[config.mk]
export PLATFORM = sky130hd
export DESIGN_NAME = multiset_count_table_flat
export DESIGN_NICKNAME = d
export VERILOG_FILES = /design/src/hw/rtl/mct_pkg.sv /design/src/hw/rtl/mct_if.sv /design/src/hw/rtl/mct_cell.sv /design/src/hw/rtl/mct_ctrl.sv /design/src/hw/rtl/multiset_count_table.sv /design/src/flat_wrapper.sv
export SDC_FILE = /design/constraint.sdc
export NUM_CORES = 2
export LEC_CHECK = 0
export ABC_AREA = 1
export BUFFER_PORTS_ARGS = -buffer_cell sky130_fd_sc_hd__buf_2
export CAP_MARGIN = 40
export CORE_MARGIN = 5
export CORE_UTILIZATION = 50
export CTS_CLUSTER_DIAMETER = 200
export DETAILED_ROUTE_END_ITERATION = 12
export GPL_TIMING_DRIVEN = 0
export PLACE_DENSITY_LB_ADDON = 0.05
export SLEW_MARGIN = 15
export SYNTH_ARGS = -nofsm -noshare
export SYNTH_HDL_FRONTEND = slang
export SYNTH_SLANG_ARGS = --single-unit
[constraint.sdc]
create_clock -name clk -period 152.5 [get_ports clk]
set_clock_uncertainty 0.05 [all_clocks]
set_input_delay 30.5 -clock clk [delete_from_list [all_inputs] [get_ports clk]]
set_output_delay 30.5 -clock clk [all_outputs]
set_load 0.05 [all_outputs]
[src/hw/rtl/mct_pkg.sv]
// Shared types and constants for the multiset count table.
// No dependencies; every other file of the block imports this package.
package mct_pkg;

  localparam int KEY_W = 32;
  localparam int CNT_W = 16;
  localparam int AMT_W = 16;
  localparam int ST_W  = 3;
  localparam logic [CNT_W-1:0] CNT_MAX = '1;
  localparam logic [CNT_W-1:0] CNT_ONE = CNT_W'(1);

  // Result codes
  typedef enum logic [ST_W-1:0] {
    ST_NEW       = 3'd0,
    ST_INC       = 3'd1,
    ST_DEC       = 3'd2,
    ST_REMOVED   = 3'd3,
    ST_NOT_FOUND = 3'd4,
    ST_FULL      = 3'd5
  } status_t;

  // Input action codes
  typedef enum logic {
    ACT_ADD    = 1'b0,
    ACT_REMOVE = 1'b1
  } action_t;

  // Search token handed from cell to cell
  typedef struct packed {
    logic             vld;
    action_t          action;
    logic [KEY_W-1:0] key;
    logic [AMT_W-1:0] amount;
    logic             hit;
    logic [CNT_W-1:0] hit_count;
    logic             free;
  } tok_t;

  // Update command broadcast to the cells that marked themselves
  typedef struct packed {
    logic             hit_wr;
    logic             hit_free;
    logic             insert;
    logic [KEY_W-1:0] key;
    logic [CNT_W-1:0] count;
  } cmd_t;

endpackage

[src/hw/rtl/mct_if.sv]
// Valid/ready channel interfaces for the multiset count table.
// Depends on mct_pkg for field widths.
interface mct_in_if import mct_pkg::*; ();
  logic                    valid;
  logic                    ready;
  logic                    action;
  logic signed [KEY_W-1:0] key_value;
  logic        [AMT_W-1:0] amount;

  modport source (output valid, action, key_value, amount, input ready);
  modport sink   (input valid, action, key_value, amount, output ready);
endinterface

interface mct_out_if import mct_pkg::*; ();
  logic             valid;
  logic             ready;
  logic [ST_W-1:0]  status;
  logic [CNT_W-1:0] count_after;
  logic             saturated;

  modport source (output valid, status, count_after, saturated, input ready);
  modport sink   (input valid, status, count_after, saturated, output ready);
endinterface

[src/hw/rtl/mct_cell.sv]
// One table entry: valid bit, key and count, plus the stage of the search chain.
// Depends on mct_pkg for the token and command types.
module mct_cell import mct_pkg::*; (
  input  logic clk,
  input  logic rst_n,
  input  logic stall,
  input  tok_t tok_in,
  output tok_t tok_out,
  input  cmd_t cmd
);

  logic             valid_r;
  logic [KEY_W-1:0] key_r;
  logic [CNT_W-1:0] count_r;
  logic             hit_mark_r;
  logic             free_mark_r;
  tok_t             tok_r;
  tok_t             tok_nxt;
  logic             hit_here;
  logic             free_here;

  // Claim the first match and the first free entry seen by this token
  always_comb begin
    hit_here  = tok_in.vld && !tok_in.hit && valid_r && (key_r == tok_in.key);
    free_here = tok_in.vld && !tok_in.free && !valid_r;
    tok_nxt   = tok_in;
    if (hit_here) begin
      tok_nxt.hit       = 1'b1;
      tok_nxt.hit_count = count_r;
    end
    if (free_here) begin
      tok_nxt.free = 1'b1;
    end
  end

  // Advance the token and remember this cell's role for the pending item
  always_ff @(posedge clk) begin
    if (!rst_n) begin
      tok_r.vld <= 1'b0;
    end else if (!stall) begin
      tok_r <= tok_nxt;
    end
    if (!stall && tok_in.vld) begin
      hit_mark_r  <= hit_here;
      free_mark_r <= free_here;
    end
  end

  // Apply the broadcast update
  always_ff @(posedge clk) begin
    if (!rst_n) begin
      valid_r <= 1'b0;
    end else begin
      if (cmd.hit_free && hit_mark_r) begin
        valid_r <= 1'b0;
      end
      if (cmd.insert && free_mark_r) begin
        valid_r <= 1'b1;
      end
    end
    if (cmd.hit_wr && hit_mark_r) begin
      count_r <= cmd.count;
    end
    if (cmd.insert && free_mark_r) begin
      key_r   <= cmd.key;
      count_r <= cmd.count;
    end
  end

  assign tok_out = tok_r;

endmodule

[src/hw/rtl/mct_ctrl.sv]
// End of the search chain: decides the update, issues it and registers the result.
// Depends on mct_pkg for the token, command and status types.
module mct_ctrl import mct_pkg::*; (
  input  logic             clk,
  input  logic             rst_n,
  input  tok_t             tok_last,
  output logic             stall,
  output logic             done,
  output cmd_t             cmd,
  output logic             out_valid,
  input  logic             out_ready,
  output logic [ST_W-1:0]  out_status,
  output logic [CNT_W-1:0] out_count,
  output logic             out_sat
);

  logic             out_vld_r;
  status_t          status_r;
  status_t          status_nxt;
  logic [CNT_W-1:0] count_r;
  logic [CNT_W-1:0] count_nxt;
  logic             sat_r;
  logic             sat_nxt;
  logic [CNT_W:0]   sum;
  cmd_t             cmd_raw;

  // Hold the chain while a finished result is still waiting
  assign stall = tok_last.vld && out_vld_r && !out_ready;
  assign done  = tok_last.vld && !stall;

  // Decide the update from the search outcome
  always_comb begin
    sum         = {1'b0, tok_last.hit_count} + {1'b0, tok_last.amount};
    cmd_raw     = '0;
    cmd_raw.key = tok_last.key;
    status_nxt  = ST_NOT_FOUND;
    count_nxt   = '0;
    sat_nxt     = 1'b0;
    if (tok_last.action == ACT_ADD) begin
      if (tok_last.hit) begin
        sat_nxt        = sum[CNT_W];
        count_nxt      = sum[CNT_W] ? CNT_MAX : sum[CNT_W-1:0];
        cmd_raw.hit_wr = 1'b1;
        status_nxt     = ST_INC;
      end else if (tok_last.free) begin
        count_nxt      = tok_last.amount;
        cmd_raw.insert = 1'b1;
        status_nxt     = ST_NEW;
      end else begin
        status_nxt = ST_FULL;
      end
    end else begin
      if (tok_last.hit) begin
        if (tok_last.hit_count > CNT_ONE) begin
          count_nxt      = tok_last.hit_count - CNT_ONE;
          cmd_raw.hit_wr = 1'b1;
          status_nxt     = ST_DEC;
        end else begin
          cmd_raw.hit_free = 1'b1;
          status_nxt       = ST_REMOVED;
        end
      end
    end
    cmd_raw.count = count_nxt;
  end

  // Gate the broadcast with the finishing cycle
  always_comb begin
    cmd          = cmd_raw;
    cmd.hit_wr   = cmd_raw.hit_wr & done;
    cmd.hit_free = cmd_raw.hit_free & done;
    cmd.insert   = cmd_raw.insert & done;
  end

  // Result register
  always_ff @(posedge clk) begin
    if (!rst_n) begin
      out_vld_r <= 1'b0;
    end else if (done) begin
      out_vld_r <= 1'b1;
    end else if (out_ready) begin
      out_vld_r <= 1'b0;
    end
    if (done) begin
      status_r <= status_nxt;
      count_r  <= count_nxt;
      sat_r    <= sat_nxt;
    end
  end

  assign out_valid  = out_vld_r;
  assign out_status = status_r;
  assign out_count  = count_r;
  assign out_sat    = sat_r;

endmodule

[src/hw/rtl/multiset_count_table.sv]
// Multiset count table: an input channel of add/remove items and a result channel.
// Every item gives exactly one result: status, count after the operation and a
// saturation flag. Add raises a matching key's count (clipped at 65535) or
// stores the key in the lowest free entry; remove lowers or frees the entry.
// The table is a row of TABLE_DEPTH cells. An accepted item becomes a token
// that walks the row one cell per cycle, each cell claiming a match or a free
// slot; at the end of the row the update is broadcast to the claiming cell and
// the result is registered.
// One item is in the row at a time, so a new item is accepted only after the
// last one has left the row. The next item may be accepted while a result
// still waits on the output.
// If the receiver stalls, the token holds at the end of the row until the
// output register is free, and in_chan.ready stays low meanwhile.
// Reset (rst_n low, synchronous) empties the table and drops any item in
// flight; the block is ready in the cycle after reset is released.
// Depends on mct_pkg, mct_if, mct_cell and mct_ctrl.
module multiset_count_table import mct_pkg::*; #(
  parameter int TABLE_DEPTH = 16
) (
  input  logic       clk,
  input  logic       rst_n,
  mct_in_if.sink     in_chan,
  mct_out_if.source  out_chan
);

  tok_t                 tok [TABLE_DEPTH+1];
  tok_t                 tok0_r;
  logic [TABLE_DEPTH:0] tok_vld;
  logic                 busy_r;
  logic                 in_fire;
  logic                 stall;
  logic                 done;
  cmd_t                 cmd;

  assign in_chan.ready = !busy_r;
  assign in_fire       = in_chan.valid && !busy_r;

  // Track the single item in flight
  always_ff @(posedge clk) begin
    if (!rst_n) begin
      busy_r <= 1'b0;
    end else if (in_fire) begin
      busy_r <= 1'b1;
    end else if (done) begin
      busy_r <= 1'b0;
    end
  end

  // Load a fresh token at the head of the row
  always_ff @(posedge clk) begin
    if (!rst_n) begin
      tok0_r.vld <= 1'b0;
    end else begin
      tok0_r.vld <= in_fire;
    end
    if (in_fire) begin
      tok0_r.action    <= action_t'(in_chan.action);
      tok0_r.key       <= $unsigned(in_chan.key_value);
      tok0_r.amount    <= in_chan.amount;
      tok0_r.hit       <= 1'b0;
      tok0_r.hit_count <= '0;
      tok0_r.free      <= 1'b0;
    end
  end

  assign tok[0] = tok0_r;

  // Row of table cells
  for (genvar i = 0; i < TABLE_DEPTH; i++) begin : g_cell
    mct_cell u_cell (
      .clk     (clk),
      .rst_n   (rst_n),
      .stall   (stall),
      .tok_in  (tok[i]),
      .tok_out (tok[i+1]),
      .cmd     (cmd)
    );
  end

  mct_ctrl u_ctrl (
    .clk        (clk),
    .rst_n      (rst_n),
    .tok_last   (tok[TABLE_DEPTH]),
    .stall      (stall),
    .done       (done),
    .cmd        (cmd),
    .out_valid  (out_chan.valid),
    .out_ready  (out_chan.ready),
    .out_status (out_chan.status),
    .out_count  (out_chan.count_after),
    .out_sat    (out_chan.saturated)
  );

  always_comb begin
    for (int k = 0; k <= TABLE_DEPTH; k++) begin
      tok_vld[k] = tok[k].vld;
    end
  end

  // At most one token in the row
  a_one_token: assert property (@(posedge clk) disable iff (!rst_n)
    $countones(tok_vld) <= 1)
    else $error("more than one token in the cell row");

  // A token in the row means the block is busy
  a_busy_cover: assert property (@(posedge clk) disable iff (!rst_n)
    (tok_vld != '0) |-> busy_r)
    else $error("token in flight while the block is not busy");

  // An accepted item enters the head of the row
  a_enter: assert property (@(posedge clk) disable iff (!rst_n)
    in_fire |=> tok_vld[0])
    else $error("accepted item did not enter the row");

  // A removed or absent key reports zero and no saturation
  a_zero_result: assert property (@(posedge clk) disable iff (!rst_n)
    (out_chan.valid && (out_chan.status == ST_REMOVED ||
                        out_chan.status == ST_NOT_FOUND ||
                        out_chan.status == ST_FULL))
    |-> (out_chan.count_after == '0 && !out_chan.saturated))
    else $error("non-zero result for an absent key");

endmodule
[src/flat_wrapper.sv]
// flat-port wrapper written by rule: the top's interface ports become plain ports
module multiset_count_table_flat import mct_pkg::*;
#(
  parameter int TABLE_DEPTH = 16
)
  (clk, rst_n, in_chan_valid, in_chan_action, in_chan_key_value, in_chan_amount, in_chan_ready, out_chan_valid, out_chan_status, out_chan_count_after, out_chan_saturated, out_chan_ready);
  mct_in_if in_chan_i ();
  mct_out_if out_chan_i ();
  input  logic clk;
  input  logic rst_n;
  input wire logic [$bits(in_chan_i.valid)-1:0] in_chan_valid;
  input wire logic [$bits(in_chan_i.action)-1:0] in_chan_action;
  input wire logic [$bits(in_chan_i.key_value)-1:0] in_chan_key_value;
  input wire logic [$bits(in_chan_i.amount)-1:0] in_chan_amount;
  output wire logic [$bits(in_chan_i.ready)-1:0] in_chan_ready;
  output wire logic [$bits(out_chan_i.valid)-1:0] out_chan_valid;
  output wire logic [$bits(out_chan_i.status)-1:0] out_chan_status;
  output wire logic [$bits(out_chan_i.count_after)-1:0] out_chan_count_after;
  output wire logic [$bits(out_chan_i.saturated)-1:0] out_chan_saturated;
  input wire logic [$bits(out_chan_i.ready)-1:0] out_chan_ready;
  assign in_chan_i.valid = in_chan_valid;
  assign in_chan_i.action = in_chan_action;
  assign in_chan_i.key_value = in_chan_key_value;
  assign in_chan_i.amount = in_chan_amount;
  assign in_chan_ready = in_chan_i.ready;
  assign out_chan_valid = out_chan_i.valid;
  assign out_chan_status = out_chan_i.status;
  assign out_chan_count_after = out_chan_i.count_after;
  assign out_chan_saturated = out_chan_i.saturated;
  assign out_chan_i.ready = out_chan_ready;
  multiset_count_table #(.TABLE_DEPTH(TABLE_DEPTH)) u_core (.clk(clk), .rst_n(rst_n), .in_chan(in_chan_i), .out_chan(out_chan_i));
endmodule
==> impl_metrics.env <==
export IMPL_htree_num_levels=4
export IMPL_initial_core_util_pct=50.4
export IMPL_final_cell_count_no_fill=8577
export IMPL_drt_total_wl_um=144000
export IMPL_rsz0062_at_grt="no"
export IMPL_synth_area_per_cell_um2=13.0
export IMPL_rows=144
export IMPL_synth_seq_cells=1976
export IMPL_worstHoldStart="u_core.g_cell[7].u_cell.tok_out[66]"
export IMPL_yosysUniqueCellTypes=46
export IMPL_yosysWarnings=0
export IMPL_cts_tree="yes"
export IMPL_clk_pin_slew_ps=60
export IMPL_min_to="u_core.g_cell[8].u_cell.tok_out[66]"
export IMPL_intPower_uw=902
export IMPL_fin_util_pct=57.6
export IMPL_regArea_um2=59000
export IMPL_fin_crit_ps=34110
export IMPL_num_vias=40200
export IMPL_min_path_cells=0
export IMPL_n_fill_cell=12300
export IMPL_max_freq_mhz=29.3
export IMPL_cts_buffer_depth=3
export IMPL_critPathRequiredTime_ps=152950
export IMPL_drive_gt1_share_pct=11.1
export IMPL_final_max_slew_viol_count=0
export IMPL_clock_sink_count=1976
export IMPL_hold_path_class="flip-flop to flip-flop"
export IMPL_r2r_start="u_core.u_ctrl.out_valid"
export IMPL_worstPathArrival_ps=34560
export IMPL_slowest_delay_ps=560
export IMPL_pwr_share_clk_pct=41.0
export IMPL_path_cells="clkbuf_1 -> buf_6 -> inv_1 -> clkbuf_1 -> buf_6 -> nor2_4 -> buf_16 -> buf_16 -> buf_16 -> buf_16 -> buf_16 -> buf_16 -> buf_16 -> buf_12 -> buf_12 -> buf_12 -> buf_12 -> buf_12 -> buf_16"
export IMPL_maxCapViolCount=0
export IMPL_cts_setup_buffers=0
export IMPL_crit_family="buffers and inverters"
export IMPL_syn_nets=6057
export IMPL_status="finished clean"
export IMPL_crit_buf_inv=18
export IMPL_cts_root_buf="clkbuf_16"
export IMPL_die_x_um=404
export IMPL_hold_viol=0
export IMPL_via_per_inst=4.69
export IMPL_crit_slowest_cell="nor2_4"
export IMPL_setup_tns_ps=0
export IMPL_wire_per_inst_um=16.8
export IMPL_yosysSeqAreaShare_pct=75.8
export IMPL_synthFlopType="edfxtp_1"
export IMPL_power_density_nw_per_um2=12.8
export IMPL_criticalPathCategory="primary input to flip-flop"
export IMPL_grt_pass1_wl_um=225000
export IMPL_yosysTopAreaCell="edfxtp_1"
export IMPL_finish_instance_area_um2=89000
export IMPL_die_h_um=404
export IMPL_post_place_ws_ps=117180
export IMPL_final_nets=6435
export IMPL_synth_top_area_share_pct=74.9
export IMPL_power_mw=1.14
export IMPL_grt_max_degree=33
export IMPL_synth_edf_count=1941
export IMPL_synth_common_cells="edfxtp_1 (1,941), nand2_1 (1,551), inv_1 (987), nor2_1 (317), nand3_1 (298)"
export IMPL_r2r_slack_ps=148030
export IMPL_multi_input_area_um2=14500
export IMPL_place_area_um2=82400
export IMPL_relSlewSlack_pct=43.8
export IMPL_core_um2=154000
export IMPL_die_area_um2=164000
export IMPL_cts_made_buffers=199
export IMPL_cp_max_fo=30
export IMPL_pwr_share_comb_pct=3.7
export IMPL_worst_pin_slew_ps=844
export IMPL_worst_ir_drop_vdd_mv=0.0102
export IMPL_area_growth_syn_to_layout_pct=14.4
export IMPL_first_global_vias=40000
export IMPL_synthesis_area_um2=77800
export IMPL_drcViolationCount=0
export IMPL_antenna_left=0
export IMPL_r2r_end="u_core.g_cell[14].u_cell.tok_out[11]"
export IMPL_setup_violations_final=0
export IMPL_end_kind="flip-flop"
export IMPL_crit_top_cell="buf_16"
export IMPL_grt_ovfl_total=0
export IMPL_place_congestion=0.845
export IMPL_post_route_period_util_pct=22.4
export IMPL_dr_pass1_iters=5
export IMPL_antenna_cells=0
export IMPL_clock_latency_ps=810
export IMPL_antenna_found_initial=0
export IMPL_start_kind="primary input"
export IMPL_leakagePower_nw=35.3
export IMPL_cts_resized=0
export IMPL_synth_area_top_cells="edfxtp_1 (75%), nand2_1 (7.5%), inv_1 (4.8%)"
export IMPL_synthMostInstantiatedCell="edfxtp_1"
export IMPL_io_pins=75
export IMPL_hold_slack_ps=359
export IMPL_timing_final_ws_setup_ps=118390
export IMPL_async_flop_share_pct=0
export IMPL_drtIter0Drc=2200
export IMPL_rr_worst_depth=17
export IMPL_dp_hpwl_um=107000
export IMPL_grt_usage_pct=17.9
export IMPL_portBuffers=73
export IMPL_swShare_pct=20.6
export IMPL_p_switching_uw=234
export IMPL_seqPwrFrac_pct=55.3
export IMPL_synthCells=5985
export IMPL_postCtsHoldBufs=0
export IMPL_place_inst=8184
sequential cells by signal (all words and copies together) (netlist names):
register / cells
u_core.busy_r: 1
u_core.g_cell.u_cell.count_r: 256
u_core.g_cell.u_cell.free_mark_r: 16
u_core.g_cell.u_cell.hit_mark_r: 16
u_core.g_cell.u_cell.key_r: 512
u_core.g_cell.u_cell.tok_out: 1088
u_core.g_cell.u_cell.valid_r: 16
u_core.tok: 50
u_core.u_ctrl.out_count: 16
u_core.u_ctrl.out_sat: 1
u_core.u_ctrl.out_status: 3
u_core.u_ctrl.out_valid: 1
cells in the final DEF, fill, tap and decap left out, types with 7 or more instances in the layout:
master     instances
inv_1            977
nand3b_2           7
a21oi_1           26
o21a_1            17
nand3_4            8
nand2_2           13
a21oi_2           11
nor3_1            36
nand2_1         1551
nand2_4            8
buf_4             18
clkinv_1          46
nor2_1           316
nor2_8             7
nand3_1          298
dfxtp_1           35
clkbuf_16        201
edfxtp_1        1941
o22ai_1            7
o21ai_1           31
xor2_1            22
buf_6             25
or2_2             23
o21ai_2           16
ha_1              18
bufinv_16         14
inv_2             35
clkbuf_1          72
nand3_2           28
clkinv_2          38
buf_12            29
o21ai_0           50
o21bai_1         195
nor2_2            29
nor2_4            28
xnor2_1          154
buf_2             96
buf_8             43
buf_16            24
worst max path at each step:
stage,start,end,slack (ps),cells past startpoint
2_1_floorplan,rst_n,u_core.g_cell[0].u_cell.tok_out[0],74550,4
3_3_place_gp,rst_n,u_core.g_cell[15].u_cell.tok_out[13],54100,4
3_5_place_dp,rst_n,u_core.g_cell[15].u_cell.tok_out[1],117180,18
4_1_cts,rst_n,u_core.g_cell[14].u_cell.tok_out[11],118060,18
5_1_grt,rst_n,u_core.g_cell[13].u_cell.tok_out[10],118160,19
6_report,rst_n,u_core.g_cell[14].u_cell.tok_out[11],118390,19
power by group through the flow:
stage / logic (mW) / clock network, mW / registers [mW]
detailed placement: 0.0404 / 0 / 0.642
CTS: 0.0406 / 0.479 / 0.631
global placement: 0.0333 / 0 / 0.675
floorplan: 0.0231 / 0 / 0.658
finish: 0.0422 / 0.465 / 0.629
global route: 0.0478 / 0.504 / 0.630
layer usage:
metal,up-vias,GRT usage (%),wire (um)
met4,0,7.13,5560
met5,-,0,0
li1,20700,-,-
met2,611,29.8,68800
met1,18700,23.9,64600
met3,272,2.90,5260
cell type report:
class                      count  share of cell area (%)
sequential                  1976                    66.3
multi-input combinational   2921                    16.3
clock buffer                 261                    5.94
inverter                    1015                    4.29
tap                         2044                    2.87
timing repair buffer         177                    2.60
clock inverter               110                    1.12
buffer                        73                   0.591
kinds of logic after synthesis:
family / count (synthesis) / synth area share, %
AOI/OAI and AO/OA: 360 / 3.15
xor gates and xnor gates: 176 / 1.98
adders and majority gates: 19 / 0.315
and+or+nand+nor: 2366 / 13.2
buffers and inverters: 1088 / 5.58
DFF: 1976 / 75.8
Note: power is estimated with default switching activity, not from simulation.
